File: src/mpfbt_pkg.sv
// ----------------------------------------------------------------------------
// mpfbt_pkg: shared definitions of the MAC-pair flow byte table
// Widths, status codes and the structs passed between the top level and
// the cells of the entry chain.
// ----------------------------------------------------------------------------
package mpfbt_pkg;

	// table geometry
	localparam int TABLE_ENTRIES = 32;
	localparam int OCC_W         = $clog2(TABLE_ENTRIES + 1);

	// field widths
	localparam int MAC_W    = 48;
	localparam int VER_W    = 4;
	localparam int BYTES_W  = 16;
	localparam int CTR_W    = 64;
	localparam int STATUS_W = 3;
	localparam int CNT_W    = 6;

	// ip version that counts as ipv4
	localparam logic [VER_W-1:0] IPV4_VERSION = VER_W'(4);

	// item functions
	localparam logic FUNC_ADD   = 1'b0;
	localparam logic FUNC_FLUSH = 1'b1;

	// result status codes
	localparam logic [STATUS_W-1:0] ST_UPDATED    = 3'd0;
	localparam logic [STATUS_W-1:0] ST_INSERTED   = 3'd1;
	localparam logic [STATUS_W-1:0] ST_DROPPED    = 3'd2;
	localparam logic [STATUS_W-1:0] ST_DUMP_ENTRY = 3'd3;
	localparam logic [STATUS_W-1:0] ST_DUMP_EMPTY = 3'd4;

	// one table entry as held in a cell
	typedef struct packed {
		logic [MAC_W-1:0] src;
		logic [MAC_W-1:0] dst;
		logic [CTR_W-1:0] c4;
		logic [CTR_W-1:0] c6;
	} entry_t;

	// sample broadcast to every cell
	typedef struct packed {
		logic [MAC_W-1:0]   src;
		logic [MAC_W-1:0]   dst;
		logic               is4;
		logic [BYTES_W-1:0] nbytes;
	} sample_t;

	// per-cell control
	typedef struct packed {
		logic upd;
		logic load;
		logic shift;
	} cell_ctl_t;

endpackage

File: src/mpfbt_cell.sv
// ----------------------------------------------------------------------------
// mpfbt_cell: one entry of the flow table chain
// Holds a key pair and two byte counters, compares its key with the
// broadcast sample, adds on a hit, loads on insert and takes its upper
// neighbour's entry when the chain shifts during a dump.
// ----------------------------------------------------------------------------
module mpfbt_cell (
	input  logic                 clk,
	input  mpfbt_pkg::cell_ctl_t ctl,
	input  mpfbt_pkg::sample_t   smp,
	input  mpfbt_pkg::entry_t    nbr,
	output mpfbt_pkg::entry_t    entry,
	output logic                 match
);

	mpfbt_pkg::entry_t entry_q;

	// key compare against the broadcast sample
	assign match = (entry_q.src == smp.src) && (entry_q.dst == smp.dst);
	assign entry = entry_q;

	// update, insert or shift
	always_ff @(posedge clk) begin
		if (ctl.shift) begin
			entry_q <= nbr;
		end else if (ctl.load) begin
			entry_q.src <= smp.src;
			entry_q.dst <= smp.dst;
			entry_q.c4  <= smp.is4 ? mpfbt_pkg::CTR_W'(smp.nbytes) : '0;
			entry_q.c6  <= smp.is4 ? '0 : mpfbt_pkg::CTR_W'(smp.nbytes);
		end else if (ctl.upd) begin
			if (smp.is4) begin
				entry_q.c4 <= entry_q.c4 + mpfbt_pkg::CTR_W'(smp.nbytes);
			end else begin
				entry_q.c6 <= entry_q.c6 + mpfbt_pkg::CTR_W'(smp.nbytes);
			end
		end
	end

endmodule
File: config.mk
export PLATFORM = sky130hd
export DESIGN_NAME = mpfbt_cell
export DESIGN_NICKNAME = d
export VERILOG_FILES = /design/src/mpfbt_pkg.sv /design/src/mpfbt_cell.sv
export SDC_FILE = /design/constraint.sdc
export NUM_CORES = 1
export LEC_CHECK = 0
export BUFFER_PORTS_ARGS = -buffer_cell sky130_fd_sc_hd__buf_4
export CAP_MARGIN = 20
export CELL_PAD_IN_SITES_DETAIL_PLACEMENT = 0
export CELL_PAD_IN_SITES_GLOBAL_PLACEMENT = 1
export CORE_UTILIZATION = 30
export DETAILED_ROUTE_END_ITERATION = 8
export PLACE_DENSITY = 0.73
export SLEW_MARGIN = 10
export SYNTH_ARGS = -nofsm -noshare
export SYNTH_HDL_FRONTEND = slang
export SYNTH_SLANG_ARGS = --single-unit
File: constraint.sdc
create_clock -name clk -period 16.2 [get_ports clk]
set_clock_uncertainty 0.05 [all_clocks]
set_input_delay 3.24 -clock clk [delete_from_list [all_inputs] [get_ports clk]]
set_output_delay 3.24 -clock clk [all_outputs]
set_load 0.02 [all_outputs]
==> results of run 1 <==
[cell usage in the layout (no fill, tap or decap), types with 21 or more instances in the layout]
master	count
a21oi_1	41
nand2_1	175
o21ai_1	41
mux2_2	109
buf_4	573
nand3_1	28
ha_1	32
nor2_1	37
edfxtp_1	224
xor2_1	58
nand4_1	41
xnor2_1	160
nor4_1	21
clkbuf_16	31
o21ai_0	98
[report_power, final]
| group | total, mW | internal, mW | switching, mW |
|---|---|---|---|
| sequential | 0.792 | 0.721 | 0.0705 |
| combinational | 0.587 | 0.263 | 0.324 |
| clock | 0.651 | 0.377 | 0.274 |
| total | 2.03 | 1.36 | 0.669 |
[worst min path at each step]
stage / startpoint / to / slack (ns) / cells after the start
2_1_floorplan: entry[63] / entry[63] / 0.70 / 2
4_1_cts: entry[63] / entry[63] / 0.63 / 2
6_report: entry[63] / entry[63] / 0.62 / 2
3_3_place_gp: entry[127] / entry[127] / 0.59 / 2
5_1_grt: entry[125] / entry[125] / 0.68 / 2
3_5_place_dp: entry[63] / entry[63] / 0.61 / 2
[cells by family after synthesis]
family,share of synthesized area (%)
buffers and inverters,2.48
XOR/XNOR,13.0
multiplexers,8.37
adder cells (fa/ha/maj),3.00
AND/OR/NAND/NOR,14.8
flip-flops,45.9
AO/OA/AOI/OAI,12.5
[layout make-up]
type                    instances  area (um2)
repair buffers                575        4340
clock inverters                19         139
inverters                      22        88.8
clock buffers                  36         795
well taps                     615         769
fillers                      4737       27500
flip-flops and latches        224        6730
multi-input cells            1033        7590
diodes                         15        37.5
[per-stage QoR]
step	hold slack, ns	utilization [%]	cell area, um2	setup slack (ns)	std cells
5_1_grt	0.677	42.7	20500	7.71	2538
3_3_place_gp	0.592	40.6	19500	7.71	2467
2_1_floorplan	0.703	-	14700	7.86	1340
3_5_place_dp	0.608	40.6	19500	7.72	2467
4_1_cts	0.626	42.6	20400	7.72	2522
6_report	0.621	42.7	20500	7.79	2539
[worst register-to-register path: stages, from the launching register on]
cell      delay [ns]
edfxtp_1        0.40
ha_1            0.25
fa_1            0.43
a21o_1          0.23
a221o_2         0.39
o211ai_1        0.43
o22a_1          0.96
nor3_1          0.18
xnor2_1         0.20
o21ai_0         0.11
[per-layer routing]
layer / up-vias / routed length (um) / GRT usage [%]
met1: 6435 / 22900 / 26.5
met2: 471 / 31100 / 41.7
met5: - / 42 / 0
met4: 8 / 2290 / 10.2
li1: 6107 / - / -
met3: 103 / 4650 / 6.51
==> flow_summary.yaml, run 1 <==
floorplan:
  io_pins: 566
  initial_core_util_pct: 30.6
  std_cell_rows: 80
  die_area_um2: 49700
  die_x_um: 223
  dieHeight_um: 223
  fp.coreArea_um2: 47900
setup_path:
  r2r_end: "entry[32]"
  crit_start: "smp[38]"
  crit_arrival_ns: 5.12
  cp-end-kind: "output pin"
  cp_num_buf_inv: 2
  worst-path-stages: 7
  path_cells: "buf_4 > xnor2_1 > nand4_1 > nor4_1 > nand4_1 > nor3_1 > buf_4"
  cp-start-kind: "input port"
  r2r_slack_ns: 12.30
  cp_max_fo: 2
  rr_startpoint: "entry[0]"
  max_stage_delay_ns: 0.76
  path_delay_family: "simple AND/OR/NAND/NOR gates"
  reg2reg_depth: 9
  critical_path_class: "input port to output pin"
  cp-endpoint: "match"
  crit_slowest_cell: "nor4_1"
  cp.required_ns: 12.91
routing:
  via_per_inst: 5.17
  drc: 0
  first_pass_iters: 5
  wl_per_cell_um: 24.0
  dr.first_iter.drc_count: 736
  routed_wl_um: 60900
  drtAntennaViolNets: 0
  via_count: 13124
timing:
  setup_viol_count_final: 0
  period_needed_ns: 8.41
  rsz0062_at_grt: "false"
  fin_crit_sh_pct: 51.9
  tightest_slew_ns: 1.09
  maxSlewHeadroom_pct: 27.1
  setup_tns_ns: 0
  finalHoldViolations: 0
  slew_violations: 0
  fmax_ghz: 0.119
cts:
  cts.sinks: 224
  hold_buffers: 0
  root_buffer: "clkbuf_16"
  numCtsBuffers: 30
  h-tree-depth: 1
  cts_resized: 0
  cts_buffer_depth: 3
  clk-insertion-delay-late_ns: 0.58
  postCtsSetupBuffers: 0
  cts_tree: "done"
  clk_pin_slew_ns: 0.06
synth:
  synthTopCellsByCount: "edfxtp_1 (224), nand2_1 (176), xnor2_1 (160)"
  ys_seq_area_share_pct: 45.9
  syn_inst: 1340
  synth.most_common_cell: "edfxtp_1"
  ys_seq_elements: 224
  synth_top_area_share_pct: 45.9
  synthTopCellsByArea: "edfxtp_1 (46%), xnor2_1 (9.6%), mux2_2 (8.4%)"
  netlist_area_um2: 14700
  synth_edf_count: 224
  syn_avg_cell_area_um2: 10.9
  ys_warn_count: 0
  syn-num-nets: 1715
  synth_flop_cell: "edfxtp_1"
  synth_cell_types: 72
  ys_async_sr_fraction_pct: 0
  synth_area_leader_cell: "edfxtp_1"
grt:
  antenna_found_initial: 19
  grt_pass1_vias: 13100
  track_usage_pct: 23.6
  gr-total-overflow: 0
  grt_max_degree: 123
  grt_pass1_wl_um: 88000
power_and_ir_drop:
  leakage_nw: 7.97
  p_per_area_nw_per_um2: 99.1
  power.total_mw: 2.03
  peakVddDrop_mv: 0.0690
status:
  status: "completed"
final_layout:
  syn_to_final_growth_pct: 39.8
  final_layout_size_suffix_gt1_share_pct: 41.0
  largest_reg_flops: 224
  finalNetCount: 2261
placement:
  place_hpwl_um: 47100
  portBuffers: 565
  gp_congestion: 0.931
job:
  drv_cap: 0
hold_path:
  hold_class: "register to register"
(Power assumes the default switching activity.)
==> run 2, diff against run 1 <==
--- a/config.mk
+++ b/config.mk
@@ -5,13 +5,14 @@
 export SDC_FILE = /design/constraint.sdc
 export NUM_CORES = 1
 export LEC_CHECK = 0
+export ABC_AREA = 1
 export BUFFER_PORTS_ARGS = -buffer_cell sky130_fd_sc_hd__buf_4
 export CAP_MARGIN = 20
 export CELL_PAD_IN_SITES_DETAIL_PLACEMENT = 0
 export CELL_PAD_IN_SITES_GLOBAL_PLACEMENT = 1
 export CORE_UTILIZATION = 30
 export DETAILED_ROUTE_END_ITERATION = 8
-export PLACE_DENSITY = 0.73
+export PLACE_DENSITY = 0.79
 export SLEW_MARGIN = 10
 export SYNTH_ARGS = -nofsm -noshare
 export SYNTH_HDL_FRONTEND = slang
==> constraint.sdc (replaced) <==
create_clock -name clk -period 7.58 [get_ports clk]
set_clock_uncertainty 0.05 [all_clocks]
set_input_delay 1.516 -clock clk [delete_from_list [all_inputs] [get_ports clk]]
set_output_delay 1.516 -clock clk [all_outputs]
set_load 0.02 [all_outputs]
==> flow_summary.yaml, run 2 <==
grt:
  track_usage_pct: 25.2
  grt_pass1_vias: 17450
  grt_max_degree: 179
  gr-total-overflow: 0
  antenna_found_initial: 17
  grt_pass1_wl_um: 108000
hold_path:
  min_from: "entry[127]"
  hold_path_depth: 4
  hold_class: "register to register"
  min_to: "entry[127]"
placement:
  gp_congestion: 0.938
  place_area_um2: 21800
  pre_cts_ws_ns: 3.03
  portBuffers: 565
  place_hpwl_um: 59800
floorplan:
  initial_core_util_pct: 30.4
  die_x_um: 239
  io_pins: 566
  dieHeight_um: 239
  std_cell_rows: 86
  fp.coreArea_um2: 55200
  die_area_um2: 56900
timing:
  fin_crit_sh_pct: 59.4
  setup_viol_count_final: 0
  finalHoldViolations: 0
  maxSlewHeadroom_pct: 29.1
  setup_tns_ns: 0
  period_needed_ns: 4.50
  tightest_slew_ns: 1.06
  fmax_ghz: 0.222
  fin_ws_ns: 3.08
  rsz0062_at_grt: "false"
  slew_violations: 0
synth:
  synth_cell_types: 42
  netlist_area_um2: 16800
  synthTopCellsByCount: "nand2_1 (968), inv_1 (262), edfxtp_1 (224)"
  synth_area_leader_cell: "edfxtp_1"
  ys_warn_count: 0
  ys_seq_elements: 224
  synth_top_area_share_pct: 40.1
  ys_async_sr_fraction_pct: 0
  synthTopCellsByArea: "edfxtp_1 (40%), nand2_1 (22%), nand3_1 (6.7%)"
  syn_inst: 2390
  syn-num-nets: 2765
  synth.most_common_cell: "nand2_1"
  syn_avg_cell_area_um2: 7.02
  synth_edf_count: 224
  ys_seq_area_share_pct: 40.1
  synth_flop_cell: "edfxtp_1"
final_layout:
  postLayoutCellArea_um2: 22900
  layout.cells.most_common: "nand2_1"
  largest_reg_flops: 224
  mostFrequentLayoutCells: "nand2_1 (967), buf_4 (569), inv_1 (261)"
  final_layout_size_suffix_gt1_share_pct: 24.9
  finalNetCount: 3318
  syn_to_final_growth_pct: 36.6
setup_path:
  crit_arrival_ns: 2.94
  r2r_slack_ns: 4.88
  path_delay_family: "simple AND/OR/NAND/NOR gates"
  critical_path_class: "input port to output pin"
  path_cells: "buf_4 > inv_1 > or2_2 > nand3_1 > nor4_1 > nand2_1 > nor2_1 > nand3_1 > nor2_1 > buf_4"
  r2r_end: "entry[36]"
  cp_num_buf_inv: 3
  crit_slowest_cell: "nor4_1"
  cp-end-kind: "output pin"
  cp_max_fo: 3
  cp-start-kind: "input port"
  max_stage_delay_ns: 0.29
  reg2reg_depth: 10
  cp.required_ns: 6.01
  rr_startpoint: "entry[0]"
routing:
  drc: 0
  wl_per_cell_um: 19.9
  via_count: 18056
  dr.first_iter.drc_count: 1105
  routed_wl_um: 74300
  first_pass_iters: 6
  via_per_inst: 4.84
  drtAntennaViolNets: 0
power_and_ir_drop:
  p_per_area_nw_per_um2: 197
  power.total_mw: 4.51
  peakVddDrop_mv: 0.187
  leakage_nw: 10.9
cts:
  root_buffer: "clkbuf_16"
  hold_buffers: 0
  cts.sinks: 224
  postCtsSetupBuffers: 0
  clk-insertion-delay-late_ns: 0.60
  numCtsBuffers: 30
  h-tree-depth: 1
  cts_tree: "done"
  cts_buffer_depth: 3
  cts_resized: 0
  clk_pin_slew_ns: 0.06
job:
  drv_cap: 0
status:
  status: "completed"
-- run 2: changes by cell type in the layout (fill, tap and decap cells not counted), sizes merged, moves of 15 or more --
cell / change
nand2: +817
inv: +252
nand3: +195
nor2: +157
xnor2: -119
mux2: -109
o21ai: -64
nor3: +39
or2: +29
nor4: -26
a2111oi: -18
xor2: -15
-- run 2: layout make-up --
| cell class | instances | area (um2) |
|---|---|---|
| well taps | 748 | 936 |
| multi-input cells | 1842 | 8830 |
| clock inverters | 25 | 293 |
| diodes | 12 | 30.0 |
| repair buffers | 572 | 4320 |
| flip-flops and latches | 224 | 6730 |
| fillers | 5785 | 32300 |
| inverters | 273 | 1030 |
| clock buffers | 31 | 754 |
-- run 2: worst register-to-register path: stages, from the launching register on --
cell	delay, ns
edfxtp_1	0.42
ha_1	0.24
fa_1	0.41
nand3_1	0.12
nand3_2	0.12
nand3_1	0.10
nand3_1	0.21
nand2_1	0.13
nand2_1	0.32
a21oi_1	0.24
o21ai_0	0.10
-- run 2: per-layer routing --
metal  global-route usage, %  vias up  part of all wire, %
li1                        -     8873                    -
met1                    29.5     8526                   40
met2                    44.4      562                   50
met3                    6.27       89                  7.4
met4                    8.62        6                  2.8
met5                       0        -                0.056
-- run 2: report_power, final --
group	leakage, nW	switching (mW)	internal (mW)	total (mW)
logic	8.05	0.752	0.507	1.26
clock network	0.511	0.609	0.926	1.54
registers	2.36	0.176	1.54	1.71
-- run 2: how the worst max path moves through the flow --
stage	startpoint	endpoint	slack, ns	depth (start not counted)
5_1_grt	smp[95]	match	2.98	9
2_1_floorplan	ctl[2]	entry[0]	0.92	2
3_3_place_gp	smp[19]	match	3.05	9
6_report	smp[96]	match	3.08	10
3_5_place_dp	ctl[0]	entry[99]	3.03	4
4_1_cts	smp[95]	match	3.08	9
-- run 2: through the flow --
step                utilization [%]  instances  hold slack [ns]
global placement               39.5       3658            0.625
CTS                            41.4       3714            0.651
finish                         41.5       3727            0.654
global route                   41.5       3726            0.681
floorplan                         -       2390            0.724
detailed placement             39.5       3658            0.636
-- run 2: cells by family after synthesis --
kind of cell	after synthesis	synth area share, %
simple gates	1585	41.1
xor+xnor	84	4.38
fa+ha+maj	34	2.62
flops	224	40.1
buf+inv	324	7.40
compound gates	139	4.41
==> run 3, diff against run 2 <==
--- a/config.mk
+++ b/config.mk
@@ -12,7 +12,7 @@
 export CELL_PAD_IN_SITES_GLOBAL_PLACEMENT = 1
 export CORE_UTILIZATION = 30
 export DETAILED_ROUTE_END_ITERATION = 8
-export PLACE_DENSITY = 0.79
+export PLACE_DENSITY = 0.76
 export SLEW_MARGIN = 10
 export SYNTH_ARGS = -nofsm -noshare
 export SYNTH_HDL_FRONTEND = slang
==> constraint.sdc (replaced) <==
create_clock -name clk -period 4.6 [get_ports clk]
set_clock_uncertainty 0.05 [all_clocks]
set_input_delay 0.92 -clock clk [delete_from_list [all_inputs] [get_ports clk]]
set_output_delay 0.92 -clock clk [all_outputs]
set_load 0.02 [all_outputs]
==> flow_summary.yaml, run 3 (synthesis results as in run 2) <==
status:
  status: "completed"
timing:
  setup_viol_count_final: 0
  setup_tns_ns: 0
  rsz0062_at_grt: "false"
  fin_crit_sh_pct: 78.1
  fmax_ghz: 0.279
  period_needed_ns: 3.59
  tightest_slew_ns: 0.963
  slew_violations: 0
  holdWs_ns: 0.554
  maxSlewHeadroom_pct: 35.8
  finalHoldViolations: 0
routing:
  via_per_inst: 4.85
  dr.first_iter.drc_count: 1200
  drtAntennaViolNets: 0
  via_count: 18115
  routed_wl_um: 75000
  first_pass_iters: 7
  wl_per_cell_um: 20.1
  drc: 0
grt:
  grt_pass1_vias: 17292
  gr-total-overflow: 0
  met1_usage_pct: 29.4
  gr-max-usage-layer: "met2"
  use_met3_pct: 7.74
  track_usage_pct: 25.4
  use_met2_pct: 42.2
  grt_pass1_wl_um: 108000
  antenna_found_initial: 23
  grt_max_degree: 97
final_layout:
  final_layout_size_suffix_gt1_share_pct: 25.1
  largest_reg_flops: 224
  postLayoutCoreUtil_pct: 41.6
  finalNetCount: 3322
  fill_cells: 5779
  mostFrequentLayoutCells: "nand2_1 (967), buf_4 (573), inv_1 (261)"
  syn_to_final_growth_pct: 36.9
  layout.cells.most_common: "nand2_1"
  postLayoutCellArea_um2: 23000
cts:
  h-tree-depth: 1
  numCtsBuffers: 30
  cts.sinks: 224
  root_buffer: "clkbuf_16"
  clk_pin_slew_ns: 0.06
  cts_tree: "done"
  cts_resized: 0
  postCtsSetupBuffers: 0
  hold_buffers: 0
  cts_buffer_depth: 3
  clk-insertion-delay-late_ns: 0.59
setup_path:
  cp-start-kind: "input port"
  path_cells: "buf_4 > xnor2_1 > nand3_1 > nor4_1 > nand2_1 > nor2_1 > nand3_1 > nor2_1 > buf_4"
  reg2reg_depth: 10
  crit_start: "smp[95]"
  crit_arrival_ns: 2.62
  max_stage_delay_ns: 0.51
  r2r_end: "entry[116]"
  crit_slowest_cell: "nor4_1"
  rr_startpoint: "entry[75]"
  r2r_slack_ns: 2.00
  cp.required_ns: 3.63
  cp-end-kind: "output pin"
  critical_path_class: "input port to output pin"
  cp_max_fo: 2
floorplan:
  dieHeight_um: 239
  initial_core_util_pct: 30.4
  die_area_um2: 56900
  std_cell_rows: 86
  fp.coreArea_um2: 55200
  io_pins: 566
  die_x_um: 239
power_and_ir_drop:
  p_per_area_nw_per_um2: 324
  pwr-share-seq_pct: 37.9
  p_int_mw: 4.93
  leakage_nw: 11.0
  pwr-share-comb_pct: 27.9
  peakVddDrop_mv: 0.277
  switching_share_pct: 33.9
  power.share.clock_pct: 34.2
  p_sw_mw: 2.53
hold_path:
  min_to: "entry[116]"
  hold_class: "input port to register"
  hold_path_depth: 3
  min_from: "nbr[116]"
placement:
  place_hpwl_um: 60300
  gp_congestion: 0.963
  portBuffers: 565
  place_area_um2: 21900
job:
  drv_cap: 0
==> run 3: changes by cell type in the layout (fill, tap and decap cells not counted), sizes merged <==
cell    before  now
clkbuf      31   33
buf        572  576
diode       12   17
clkinv      17   13
inv        273  274
==> run 3: worst max-delay path, delay by kind of cell <==
family,cells,cell delay (ns)
AND/OR/NAND/NOR,6,1.27
buffers and inverters,2,0.30
XOR/XNOR,1,0.14
==> run 3: power by group through the flow <==
stage	Combinational (mW)	Sequential, mW	Clock (mW)
after global placement	2.07	2.86	0
after detailed placement	2.08	2.86	0
after global routing	2.27	2.86	2.67
final	2.08	2.83	2.55
after floorplan	0.868	3.04	0
after CTS	2.09	2.83	2.61
==> run 3: layer usage <==
metal | vias up | part of all wire, %
met5 | - | 0.12
met4 | 12 | 4.6
met3 | 137 | 8.6
met2 | 576 | 47
met1 | 8493 | 39
li1 | 8897 | -
==> run 3: cell type report <==
class	count	area, um2	area share (%)
Multi-Input combinational cell	1842	8830	38.4
Sequential cell	224	6730	29.3
Timing Repair Buffer	576	4350	18.9
Inverter	273	1030	4.48
Tap cell	748	936	4.07
Clock buffer	33	783	3.41
Clock inverter	22	272	1.18
Antenna cell	17	42.5	0.185
==> run 3: how the worst max path moves through the flow <==
stage	to	slack (ns)	cells past startpoint
global route	match	0.96	8
floorplan	entry[0]	0.26	2
finish	match	1.01	9
global placement	match	0.99	10
CTS	match	0.96	7
detailed placement	match	0.99	10
==> run 3: per-stage QoR <==
stage          setup slack [ns]  instances  total power, mW
6_report                   1.01       3735             7.45
5_1_grt                   0.964       3734             7.79
4_1_cts                   0.960       3718             7.52
3_5_place_dp              0.989       3663             4.95
3_3_place_gp              0.993       3663             4.93
2_1_floorplan             0.261       2390             3.91
